--- config.mk ---
export PLATFORM = sky130hd
export DESIGN_NAME = local_alignment_stripe_scorer
export DESIGN_NICKNAME = d
export VERILOG_FILES = /design/src/rtl/lass_pkg.sv /design/src/rtl/local_alignment_stripe_scorer.sv /design/src/rtl/lass_cell.sv /design/src/rtl/lass_out.sv
export VERILOG_INCLUDE_DIRS = /design/src /design/src/rtl
export SDC_FILE = /design/constraint.sdc
export NUM_CORES = 2
export LEC_CHECK = 0
export CELL_PAD_IN_SITES_DETAIL_PLACEMENT = 0
export CELL_PAD_IN_SITES_GLOBAL_PLACEMENT = 2
export CORE_ASPECT_RATIO = 0.7
export CORE_MARGIN = 1
export CORE_UTILIZATION = 45
export CTS_BUF_LIST = sky130_fd_sc_hd__clkbuf_8 sky130_fd_sc_hd__clkbuf_16
export CTS_CLUSTER_DIAMETER = 30
export DETAILED_ROUTE_END_ITERATION = 16
export DONT_BUFFER_PORTS = 1
export HOLD_SLACK_MARGIN = 0.15
export PLACE_DENSITY_LB_ADDON = 0.05
export REMOVE_ABC_BUFFERS = 1
export SLEW_MARGIN = 20
export SYNTH_ARGS = -nofsm -noshare
export SYNTH_HDL_FRONTEND = slang
export SYNTH_SLANG_ARGS = --single-unit
--- constraint.sdc ---
create_clock -name clock -period 69.5 [get_ports clock]
set_input_delay 6.95 -clock clock [delete_from_list [all_inputs] [get_ports clock]]
set_output_delay 6.95 -clock clock [all_outputs]
set_load 0.01 [all_outputs]
--- src/rtl/local_alignment_stripe_scorer_defines.svh ---
// Assertion macros shared by the stripe scorer RTL.
`ifndef LOCAL_ALIGNMENT_STRIPE_SCORER_DEFINES_SVH
`define LOCAL_ALIGNMENT_STRIPE_SCORER_DEFINES_SVH

`ifndef SYNTH

// Same-cycle implication, disabled in reset.
`define LASS_ASSERT_NOW(label, clk, rst, ante, cons) \
   label: assert property (@(posedge clk) disable iff (rst) (ante) |-> (cons)) \
      else $error("stripe scorer check failed");

// Next-cycle implication, disabled in reset.
`define LASS_ASSERT_NEXT(label, clk, rst, ante, cons) \
   label: assert property (@(posedge clk) disable iff (rst) (ante) |=> (cons)) \
      else $error("stripe scorer check failed");

`else

`define LASS_ASSERT_NOW(label, clk, rst, ante, cons)
`define LASS_ASSERT_NEXT(label, clk, rst, ante, cons)

`endif

`endif

--- src/rtl/lass_pkg.sv ---
// Types, constants and helpers for the local alignment stripe scorer.
package lass_pkg;

   // Default number of query rows in the stripe
   localparam int ROWS_DEFAULT = 16;

   // Rows covered by the query base register
   localparam int QUERY_REG_ROWS = 16;

   // Field widths
   localparam int SYM_W   = 16;
   localparam int TOP_W   = 16;
   localparam int SCORE_W = 15;
   localparam int QLEN_W  = 5;
   localparam int QBASE_W = 32;
   localparam int SUM_W   = 18;

   // Register indexes
   localparam logic REG_QUERY_BASES  = 1'b0;
   localparam logic REG_QUERY_LENGTH = 1'b1;

   // Register reset values
   localparam logic [QBASE_W-1:0] QUERY_BASES_RESET  = '0;
   localparam logic [QLEN_W-1:0]  QUERY_LENGTH_RESET = 5'd16;

   // Scoring constants
   localparam logic signed [SUM_W-1:0] MATCH_GAIN    = 18'sd2;
   localparam logic signed [SUM_W-1:0] MISMATCH_COST = -18'sd1;
   localparam logic signed [SUM_W-1:0] GAP_COST      = -18'sd1;
   localparam logic signed [SUM_W-1:0] SCORE_MAX     = 18'sd32767;
   localparam logic [SYM_W-1:0]        NO_BASE       = 16'd4;

   // Word moving from one cell to the next
   typedef struct packed {
      logic                     valid;
      logic signed [TOP_W-1:0]  above;
      logic                     is_base;
      logic [1:0]               sym;
      logic                     final_item;
      logic [SCORE_W-1:0]       best;
      logic [SCORE_W-1:0]       left;
      logic [3:0]               keep;
      logic [3:0]               strobe;
      logic                     user;
      logic                     ident;
      logic                     dest;
   } wave_type;

   // Result word
   typedef struct packed {
      logic [SCORE_W-1:0] bottom_score;
      logic               group_end;
      logic [SCORE_W-1:0] best_score;
      logic [3:0]         keep;
      logic [3:0]         strobe;
      logic               user;
      logic               ident;
      logic               dest;
   } result_type;

   // Query base of one row; rows past the register read base A
   function automatic logic [1:0] row_base(input logic [QBASE_W-1:0] bases, input int row);
      logic [1:0] base;
      base = 2'd0;
      if (row < QUERY_REG_ROWS) begin
         base = bases[2*row +: 2];
      end
      return base;
   endfunction

endpackage

--- src/rtl/local_alignment_stripe_scorer.sv ---
// Top level of the Smith-Waterman stripe scorer: registers, cell chain, output stage.
//
//  Channel  Ports                Direction  Contents
//  req      req_t*               in         one subject column per word
//  rsp      rsp_t*               out        one result per column, in order
//  csr      csr_wr_en/addr/wdata in         query_bases (0), query_length (1)
//
// Each column walks the chain of ROWS cells one row per cycle unless rsp stalls; the
// chain moves as a whole, so a new word enters every such cycle and a result leaves
// through the ROWS cell registers and then the result register. A stalled rsp side
// freezes every cell and drops req_tready in the same cycle. Reset clears all cell
// scores, the best score and the group counter at once and sets query_length to 16.
`include "local_alignment_stripe_scorer_defines.svh"

module local_alignment_stripe_scorer
   import lass_pkg::*;
#(
   parameter int ROWS = ROWS_DEFAULT
) (
   input  logic         clock,
   input  logic         reset,
   // req: tdata = subject_symbol[15:0], top_score[31:16], in_keep[35:32],
   //      in_strobe[39:36], in_ident[40], in_dest[41], zero[47:42]
   input  logic         req_tvalid,
   output logic         req_tready,
   input  logic [47:0]  req_tdata,
   input  logic         req_tlast,
   // req_tuser = in_user[0]
   input  logic         req_tuser,
   // rsp: tdata = bottom_score[14:0], best_score[29:15], out_keep[33:30],
   //      out_strobe[37:34], out_ident[38], out_dest[39]
   output logic         rsp_tvalid,
   input  logic         rsp_tready,
   output logic [39:0]  rsp_tdata,
   output logic         rsp_tlast,
   // rsp_tuser = out_user[0]
   output logic         rsp_tuser,
   // configuration writes
   input  logic         csr_wr_en,
   input  logic         csr_addr,
   input  logic [31:0]  csr_wdata
);

   logic [QBASE_W-1:0] query_bases_ff;
   logic [QLEN_W-1:0]  query_length_ff;
   logic               advance;
   wave_type           wave [ROWS+1];
   result_type         rsp_data;
   logic [SYM_W-1:0]   req_sym;

   // Write configuration registers
   always_ff @(posedge clock) begin
      if (reset) begin
         query_bases_ff  <= QUERY_BASES_RESET;
         query_length_ff <= QUERY_LENGTH_RESET;
      end else if (csr_wr_en) begin
         case (csr_addr)
            REG_QUERY_BASES: begin
               query_bases_ff <= csr_wdata;
            end
            REG_QUERY_LENGTH: begin
               query_length_ff <= csr_wdata[QLEN_W-1:0];
            end
            default: begin
               query_bases_ff <= query_bases_ff;
            end
         endcase
      end
   end

   // Unpack the request word into the head of the chain
   assign req_sym = req_tdata[15:0];
   always_comb begin
      wave[0].valid      = req_tvalid;
      wave[0].above      = $signed(req_tdata[31:16]);
      wave[0].is_base    = (req_sym < NO_BASE);
      wave[0].sym        = req_sym[1:0];
      wave[0].final_item = req_tlast;
      wave[0].best       = '0;
      wave[0].left       = '0;
      wave[0].keep       = req_tdata[35:32];
      wave[0].strobe     = req_tdata[39:36];
      wave[0].user       = req_tuser;
      wave[0].ident      = req_tdata[40];
      wave[0].dest       = req_tdata[41];
   end

   assign req_tready = advance;

   // Row cells
   for (genvar r = 0; r < ROWS; r++) begin : g_row
      logic [1:0] query_base;
      logic       match_en;

      assign query_base = row_base(query_bases_ff, r);
      assign match_en   = ({1'b0, query_length_ff} > (QLEN_W+1)'(r));

      lass_cell u_cell (
         .clock      (clock),
         .reset      (reset),
         .advance    (advance),
         .query_base (query_base),
         .match_en   (match_en),
         .wave_in    (wave[r]),
         .wave_out   (wave[r+1])
      );
   end

   lass_out #(
      .ROWS (ROWS)
   ) u_out (
      .clock     (clock),
      .reset     (reset),
      .wave_in   (wave[ROWS]),
      .rsp_ready (rsp_tready),
      .advance   (advance),
      .rsp_valid (rsp_tvalid),
      .rsp_data  (rsp_data)
   );

   // Pack the result word
   assign rsp_tdata = {rsp_data.dest, rsp_data.ident, rsp_data.strobe, rsp_data.keep,
                       rsp_data.best_score, rsp_data.bottom_score};
   assign rsp_tlast = rsp_data.group_end;
   assign rsp_tuser = rsp_data.user;

endmodule

--- src/rtl/lass_cell.sv ---
// One query row of the systolic stripe: scores its column and hands it down.
`include "local_alignment_stripe_scorer_defines.svh"

module lass_cell
   import lass_pkg::*;
(
   input  logic       clock,
   input  logic       reset,
   input  logic       advance,
   input  logic [1:0] query_base,
   input  logic       match_en,
   input  wave_type   wave_in,
   output wave_type   wave_out
);

   logic signed [TOP_W-1:0]   diag_ff, diag_in;
   logic [SCORE_W-1:0]        left_ff, left_in;
   logic                      valid_ff;
   wave_type                  data_ff, data_in;

   logic signed [SUM_W-1:0]   above_ext;
   logic signed [SUM_W-1:0]   left_ext;
   logic signed [SUM_W-1:0]   diag_sum;
   logic signed [SUM_W-1:0]   gap_sum;
   logic signed [SUM_W-1:0]   peak;
   logic [SCORE_W-1:0]        h_score;
   logic                      take;

   assign take      = advance && wave_in.valid;
   assign above_ext = SUM_W'(wave_in.above);
   assign left_ext  = $signed({{(SUM_W-SCORE_W){1'b0}}, left_ff});

   // Score the cell: diagonal, gap, clamp at zero, saturate
   always_comb begin
      if (match_en && wave_in.is_base) begin
         diag_sum = SUM_W'(diag_ff) +
                    ((wave_in.sym == query_base) ? MATCH_GAIN : MISMATCH_COST);
      end else begin
         diag_sum = '0;
      end
      gap_sum = ((left_ext > above_ext) ? left_ext : above_ext) + GAP_COST;
      peak    = (diag_sum > gap_sum) ? diag_sum : gap_sum;
      if (peak < 0) begin
         h_score = '0;
      end else if (peak > SCORE_MAX) begin
         h_score = SCORE_W'(SCORE_MAX);
      end else begin
         h_score = peak[SCORE_W-1:0];
      end
   end

   // Next row state; a final word clears the row
   always_comb begin
      diag_in = diag_ff;
      left_in = left_ff;
      if (take) begin
         if (wave_in.final_item) begin
            diag_in = '0;
            left_in = '0;
         end else begin
            diag_in = wave_in.above;
            if (wave_in.is_base) begin
               left_in = h_score;
            end
         end
      end
   end

   // Word for the next row
   always_comb begin
      data_in       = wave_in;
      data_in.above = $signed({1'b0, h_score});
      data_in.best  = (h_score > wave_in.best) ? h_score : wave_in.best;
      data_in.left  = wave_in.is_base ? h_score : left_ff;
   end

   always_ff @(posedge clock) begin
      if (reset) begin
         diag_ff  <= '0;
         left_ff  <= '0;
         valid_ff <= 1'b0;
      end else begin
         diag_ff <= diag_in;
         left_ff <= left_in;
         if (advance) begin
            valid_ff <= wave_in.valid;
         end
      end
   end

   // Hold payload unless the chain moves
   always_ff @(posedge clock) begin
      if (advance) begin
         data_ff <= data_in;
      end
   end

   always_comb begin
      wave_out       = data_ff;
      wave_out.valid = valid_ff;
   end

   `LASS_ASSERT_NEXT(a_final_clears_row, clock, reset,
      take && wave_in.final_item, diag_ff == '0 && left_ff == '0)
   `LASS_ASSERT_NEXT(a_no_base_keeps_left, clock, reset,
      take && !wave_in.is_base && !wave_in.final_item, $stable(left_ff))
   `LASS_ASSERT_NOW(a_best_covers_cell, clock, reset,
      valid_ff, data_ff.best >= data_ff.above[SCORE_W-1:0])

endmodule

--- src/rtl/lass_out.sv ---
// Output stage: running best, group counter and result register.
`include "local_alignment_stripe_scorer_defines.svh"

module lass_out
   import lass_pkg::*;
#(
   parameter int ROWS = ROWS_DEFAULT
) (
   input  logic       clock,
   input  logic       reset,
   input  wave_type   wave_in,
   input  logic       rsp_ready,
   output logic       advance,
   output logic       rsp_valid,
   output result_type rsp_data
);

   localparam int CNT_W = (ROWS > 1) ? $clog2(ROWS) : 1;
   localparam logic [CNT_W-1:0] CNT_LAST = CNT_W'(ROWS - 1);

   logic [SCORE_W-1:0] best_ff, best_in;
   logic [CNT_W-1:0]   cnt_ff, cnt_in;
   logic               valid_ff;
   result_type         data_ff, data_in;
   logic [SCORE_W-1:0] best_now;
   logic               wrap;
   logic               take;

   // The whole chain moves when the result register is empty or its result is taken
   assign advance = !valid_ff || rsp_ready;
   assign take    = advance && wave_in.valid;

   assign best_now = (wave_in.best > best_ff) ? wave_in.best : best_ff;
   assign wrap     = (cnt_ff >= CNT_LAST);

   // Advance best and counter; clear them after a final word
   always_comb begin
      best_in = best_ff;
      cnt_in  = cnt_ff;
      if (take) begin
         if (wave_in.final_item) begin
            best_in = '0;
            cnt_in  = '0;
         end else begin
            best_in = best_now;
            cnt_in  = wrap ? '0 : cnt_ff + CNT_W'(1);
         end
      end
   end

   // Build the result word
   always_comb begin
      data_in.bottom_score = wave_in.left;
      data_in.group_end    = wrap || wave_in.final_item;
      data_in.best_score   = best_now;
      data_in.keep         = wave_in.keep;
      data_in.strobe       = wave_in.strobe;
      data_in.user         = wave_in.user;
      data_in.ident        = wave_in.ident;
      data_in.dest         = wave_in.dest;
   end

   always_ff @(posedge clock) begin
      if (reset) begin
         best_ff  <= '0;
         cnt_ff   <= '0;
         valid_ff <= 1'b0;
      end else begin
         best_ff <= best_in;
         cnt_ff  <= cnt_in;
         if (advance) begin
            valid_ff <= wave_in.valid;
         end
      end
   end

   always_ff @(posedge clock) begin
      if (advance) begin
         data_ff <= data_in;
      end
   end

   assign rsp_valid = valid_ff;
   assign rsp_data  = data_ff;

   `LASS_ASSERT_NEXT(a_final_clears_best, clock, reset,
      take && wave_in.final_item, best_ff == '0 && cnt_ff == '0)
   `LASS_ASSERT_NEXT(a_best_monotonic, clock, reset,
      take && !wave_in.final_item, best_ff >= $past(best_ff))
   `LASS_ASSERT_NOW(a_best_covers_bottom, clock, reset,
      valid_ff, data_ff.best_score >= data_ff.bottom_score)

endmodule

# Word level (Yosys, flattened, before mapping)
# Index checks and enable logic that the tools add are counted.
[word_totals]
elab_cells = 599
ff_bits = 1313
[op_classes]
reduce_logical = 68
n_eq_ne = 16
n_lt_le_gt_ge = 99
addsub = 33
bitwise = 1
muxes = 163
[op_table]
columns = ["op", "n"]
rows = [
  ["two-way mux 15 bit", 111],
  ["two-way mux 18 bit", 49],
  ["greater-than comparator 15 bit", 31],
  ["adder 16 x 18 -> 18 bit", 16],
  ["adder 18 x 1 -> 18 bit, second input constant", 16],
  ["greater-than comparator 18 x 16 -> 1 bit, second input constant", 16],
  ["greater-than comparator 18 bit", 16],
  ["< comparator 18 x 1 -> 1 bit, second input constant", 16],
  ["greater-than comparator 5 x 4 -> 1 bit, second input constant", 8],
  ["AND reduction 2 bit", 17],
  ["logical AND 1 bit", 33],
  ["equality test 2 bit", 16],
  ["nonzero test 2 bit", 15],
  ["greater-than comparator 5 x 3 -> 1 bit, second input constant", 4],
  ["greater-than comparator 16 bit", 1],
  ["< comparator 16 x 3 -> 1 bit, second input constant", 1],
  ["two-way mux 16 bit", 1],
  ["greater-than comparator 15 x 1 -> 1 bit, second input constant", 1],
  ["greater-than comparator 5 x 1 -> 1 bit, second input constant", 2],
  ["greater-than comparator 5 x 2 -> 1 bit, second input constant", 2],
  ["two-way mux 4 bit", 2],
  ["adder 4 x 1 -> 4 bit, second input constant", 1],
  [">= comparator 4 bit, second input constant", 1],
  ["logical OR 1 bit", 2],
  ["other kinds (2)", 2],
]

# Depth between registers and ports, before layout
[logic_depth]
ltp_word = 11
ltp_mapped = 44

# Cells and area by module
# Synthesis repeated with hierarchy kept, for this count alone.
[hier_totals]
hier_cells = 11368
area_unflattened_um2 = 108173.7
[modules_own_cells]
columns = ["module", "area_per_inst_um2", "seq_area_each_um2", "cells_per_inst", "instances"]
rows = [
  ["lass_cell at g_row[11].u_cell ...", 6531.3, 2442.3, 689, 11],
  ["lass_cell at g_row[0].u_cell ...", 6302.3, 2442.3, 639, 2],
  ["lass_cell at g_row[8].u_cell", 6739.0, 2442.3, 752, 1],
  ["lass_cell at g_row[14].u_cell", 6377.4, 2442.3, 667, 1],
  ["lass_cell at g_row[10].u_cell", 6298.5, 2442.3, 669, 1],
  ["lass_out", 2616.3, 1661.6, 223, 1],
  ["local_alignment_stripe_scorer", 1694.1, 740.7, 200, 1],
]

# Least setup slack after synthesis
# OpenSTA, ideal clock, no wires.
[synth_timing]
path_kind = "in2out"
from = "input rsp_tready"
to = "output req_tready"
n_path_buf = 3
slack_ns = 34.310
cell_stages = 5
arrival_time_ns = 28.240
path_cell_list = "nor2b_1 > clkbuf_1 > inv_1 > clkbuf_1 > buf_1"
[synth_between]
elab_chain_cells = 1
[synth_rtl]
columns = ["item", "line_no", "text"]
rows = [
  ["start: declaration", "local_alignment_stripe_scorer.sv:33", "input logic rsp_tready,"],
  ["logical OR 1 bit", "lass_out.sv:30", "assign advance = !valid_ff || rsp_ready;"],
  ["end: declaration", "local_alignment_stripe_scorer.sv:25", "output logic req_tready,"],
]
# No other way between the ends.

# Worst setup path in the final report
# Ends and elaborated chain as after synthesis.

==> reports/results.env <==
OUTCOME='complete, but fails checks'
FAILED_CHECKS='slew limit'
SYNTH_TOP_AREA_SHARE=0.2483
TOTAL_POWER_mW=3.859
GP_ROUTABILITY_CONGESTION=0.9183
CRITPATHCAPTURETYPE='primary output'
DRCVIOLATIONCOUNT=0
CLK_LATENCY_NS=0.86
SYNTH_SEQUENTIAL_AREA_RATIO=0.3691
MAX_CLOCK_FREQ_GHz=0.06627
YS.FLOP_TYPE='sky130_fd_sc_hd__edfxtp_1'
FP.DIEW_UM=541.8
ROW_COUNT=138
ARR_TIME_CRIT_PATH_NS=8.14
CLOCK-SKEW-FINAL_NS=0.07577
PLACE_WS_NS=54.42
SYNTH_EDF_COUNT=759
GRT_PASS1_VIAS=72670
HOLD_VIOL=0
MIN-DELAY-PATH-CLASS='register to register'
CRIT_TYPE='primary input to primary output'
FILLERS=18800
SYN-CELL-AREA_SQ_UM=91790
GRT_START_MAX_NET_PINS=340
DESIGN.CORE.AREA_SQ_UM=202400
LAYOUT_CELLS_SIZED_ABOVE_1=0.09376
CLOCKBUFFERDEPTH=4
FLOORPLAN.IO_PINS=132
INITIAL_UTILIZATION=0.4536
WORSTPATHCELLLIST='nor2b_4 > buf_4 > inv_8'
AVGSYNTHCELLAREA_SQ_UM=9.000
SYNTH_CELLS=10200
CTS_BUFFERS=285
WL_PER_CELL_UM=21.28
CTS.CLK_SLEW.WORST_PATHS_NS=0.06
FINAL_CRITICAL_PATH_SETUP_SLACK_NS=54.41
YOSYS_REGISTER_BITS=1313
AREA.GROWTH.SYNTH_TO_FINAL_PCT=14.56
GRT.OVERFLOW.TOTAL=0
ROUTED_VIA_DENSITY=5.757
CRIT_PATH_START_KIND='primary input'
CRITICAL_PATH.MAX_FANOUT=92
ASYNC_FLOP_SHARE=0
MOST-COMMON-LAYOUT-CELLS='1,048 x sky130_fd_sc_hd__nor2_1, 1,041 x sky130_fd_sc_hd__ha_1, 837 x sky130_fd_sc_hd__a21oi_1'
DRT_WL_TOTAL_MM=282.4
INITIALDRTVIOLATIONCOUNT=5581
NETLIST-CELL-TYPE-COUNT=104
GRT_PASS1_WL_MM=436.1
NUMCLOCKSINKS=1313
TIMING_WORST_SLEW_PIN_VALUE_NS=1.785
LAYOUT_MIN_CYCLE_TIME_NS=15.09
VDD_DROP_MAX_mV=0.02628
GLOBAL_ROUTE.USAGE.TOTAL=0.2688
POWER_LEAKAGE_nW=45.30
REPORT.FINAL.SETUP_VIOL=0
CRIT_PATH_MAX_INCR_DELAY_NS=0.62
LAYOUT_COMMONEST_CELL='sky130_fd_sc_hd__nor2_1'
POST_CTS_HOLD_BUFFER_COUNT=0
TOTALNEGATIVESETUPSLACK_NS=0
POST_SYNTH_MAIN_AREA_CONTRIBUTORS='sky130_fd_sc_hd__edfxtp_1 25%, sky130_fd_sc_hd__ha_1 14%, sky130_fd_sc_hd__dfxtp_1 12%'
TIMING.CRITICAL_PATH.BUF_INV=2
SLOWEST_STAGE='sky130_fd_sc_hd__buf_4'
RSZ_0062_RAISED_AFTER_GLOBAL_ROUTING='no'
CAP_VIOLATIONS=0
DIE_HEIGHT_UM=379.9
YOSYS.AREA.TOP_TYPE='sky130_fd_sc_hd__edfxtp_1'
CTS_ROOT_BUFFER='sky130_fd_sc_hd__clkbuf_16'
DP_HPWL_MM=215.0
TRITONCTS_CLOCK_TREE='built'
TIMING.FINAL.MAX_SLEW_VIOLATIONS=112
COUNT_OF_BUFFERS_ADDED_BY_POST_CTS_TIMING_REPAIR_FOR_SETUP=0
PLACE.PORT_BUFFERS=0
NETS=11430
DR_TOTAL_VIAS=76390
CTSRESIZECOUNT=0
POWER.DENSITY_CELL_AREA_nW_PER_UM2=36.70
ANTENNA_FOUND_INITIAL=10
TIMING.FINAL.CRIT_SHARE=0.2171
CPLARGESTDELAYFAMILY='buffers and inverters'
YOSYS_WARNINGS=0
CRITICAL_PATH_REQUIRED_NS=62.55
MAX_SLEW_MARGIN=-0.1902
ROUTE.ANTENNA.REMAINING_NETS=0
DRT_PASS1_ITERATIONS=5
FP.DIEAREA_SQ_UM=205800
CTS.HTREE.LEVELS=5
[final cells by class]
class | count | area [sq um] | share of cell area
clock inverter | 213 | 2330 | 0.02216
clock buffer | 307 | 7502 | 0.07135
antenna | 3 | 7.507 | 0.00007140
sequential | 1313 | 33880 | 0.3223
tap | 2730 | 3416 | 0.03249
multi-input combinational | 7794 | 53970 | 0.5133
timing repair buffer | 162 | 1224 | 0.01164
inverter | 748 | 2815 | 0.02677
[through the flow]
stage / cells / util / area [sq um] / hold slack [ns]
6_report: 13270 / 0.5196 / 105100 / 0.4031
5_1_grt: 13270 / 0.5196 / 105100 / 0.4019
4_1_cts: 13270 / 0.5193 / 105100 / 0.4025
3_5_place_dp: 12750 / 0.4707 / 95250 / 0.4045
3_3_place_gp: 12750 / 0.4707 / 95250 / 0.4005
2_1_floorplan: 9855 / - / 90450 / 0.4003
[worst paths after layout]
path	start	endpoint	slack, ns	depth (start not counted)
setup reg to reg	g_row[14].u_cell.wave_out[50]$_DFFE_PN_	g_row[15].u_cell.wave_out[40]$_DFFE_PN_	59.00	40
hold reg to reg	g_row[14].u_cell.wave_out[8]$_DFFE_PN_	g_row[15].u_cell.wave_out[8]$_DFFE_PN_	0.40	0
hold / removal	g_row[14].u_cell.wave_out[8]$_DFFE_PN_	g_row[15].u_cell.wave_out[8]$_DFFE_PN_	0.40	0
setup / recovery	rsp_tready	req_tready	54.41	3
[where the power goes]
group          total [mW]  switching [mW]  leakage (nW)  internal, mW
registers            1.15           0.132          12.8          1.02
logic                1.34           0.800          27.6         0.540
clock network        1.37           0.473          4.82         0.896
[logic make-up (layout without fill, tap and decap cells)]
| family | Yosys count | count (layout) | synth area share |
|---|---|---|---|
| other | 0 | 3 | 0 |
| DFF | 1313 | 1313 | 0.3691 |
| xor gates and xnor gates | 479 | 479 | 0.04571 |
| buffers and inverters | 1091 | 1430 | 0.04516 |
| and+or+nand+nor | 3352 | 3352 | 0.1747 |
| AOI/OAI and AO/OA | 2535 | 2535 | 0.1780 |
| adders and majority gates | 1041 | 1041 | 0.1419 |
| muxes | 387 | 387 | 0.04539 |
[registers in the layout, summed over array words and instances, names as in the netlist]
register               count
u_out.best_ff             15
g_row.u_cell.wave_out    717
query_length_ff            5
g_row.u_cell.diag_ff     241
g_row.u_cell.left_ff     240
u_out.rsp_valid            1
u_out.rsp_data            42
u_out.cnt_ff               4
query_bases_ff            32
g_row.u_cell.valid_ff     16
[synth_stat cells (all sizes together), types with 17 or more instances]
library cell,count
nor2,1057
ha,1041
a21oi,843
edfxtp,759
inv,746
nand2,724
dfxtp,554
o21ai,495
nor3,490
xnor2,332
clkbuf,293
mux2,224
a21o,204
o21a,170
a22o,168
nand3,168
nand4,164
mux2i,163
xor2,147
nor2b,143
nor4,115
nand2b,96
o211ai,91
a31oi,84
or3,84
a211oi,66
and2,58
o31ai,55
or4,52
buf,50
nor3b,43
and3,41
or2,36
a211o,29
a21boi,28
a221o,25
nand3b,24
o221ai,24
a2111oi,21
and4,21
o21bai,21
o31a,21
nor4b,17
[metal layers]
| layer | share of wire | track usage |
|---|---|---|
| met5 | 0.00015 | 0 |
| met4 | 0.020 | 0.06429 |
| met1 | 0.51 | 0.4093 |
| met2 | 0.42 | 0.3963 |
| met3 | 0.054 | 0.03654 |
Note: power is estimated with default switching activity, not from simulation.
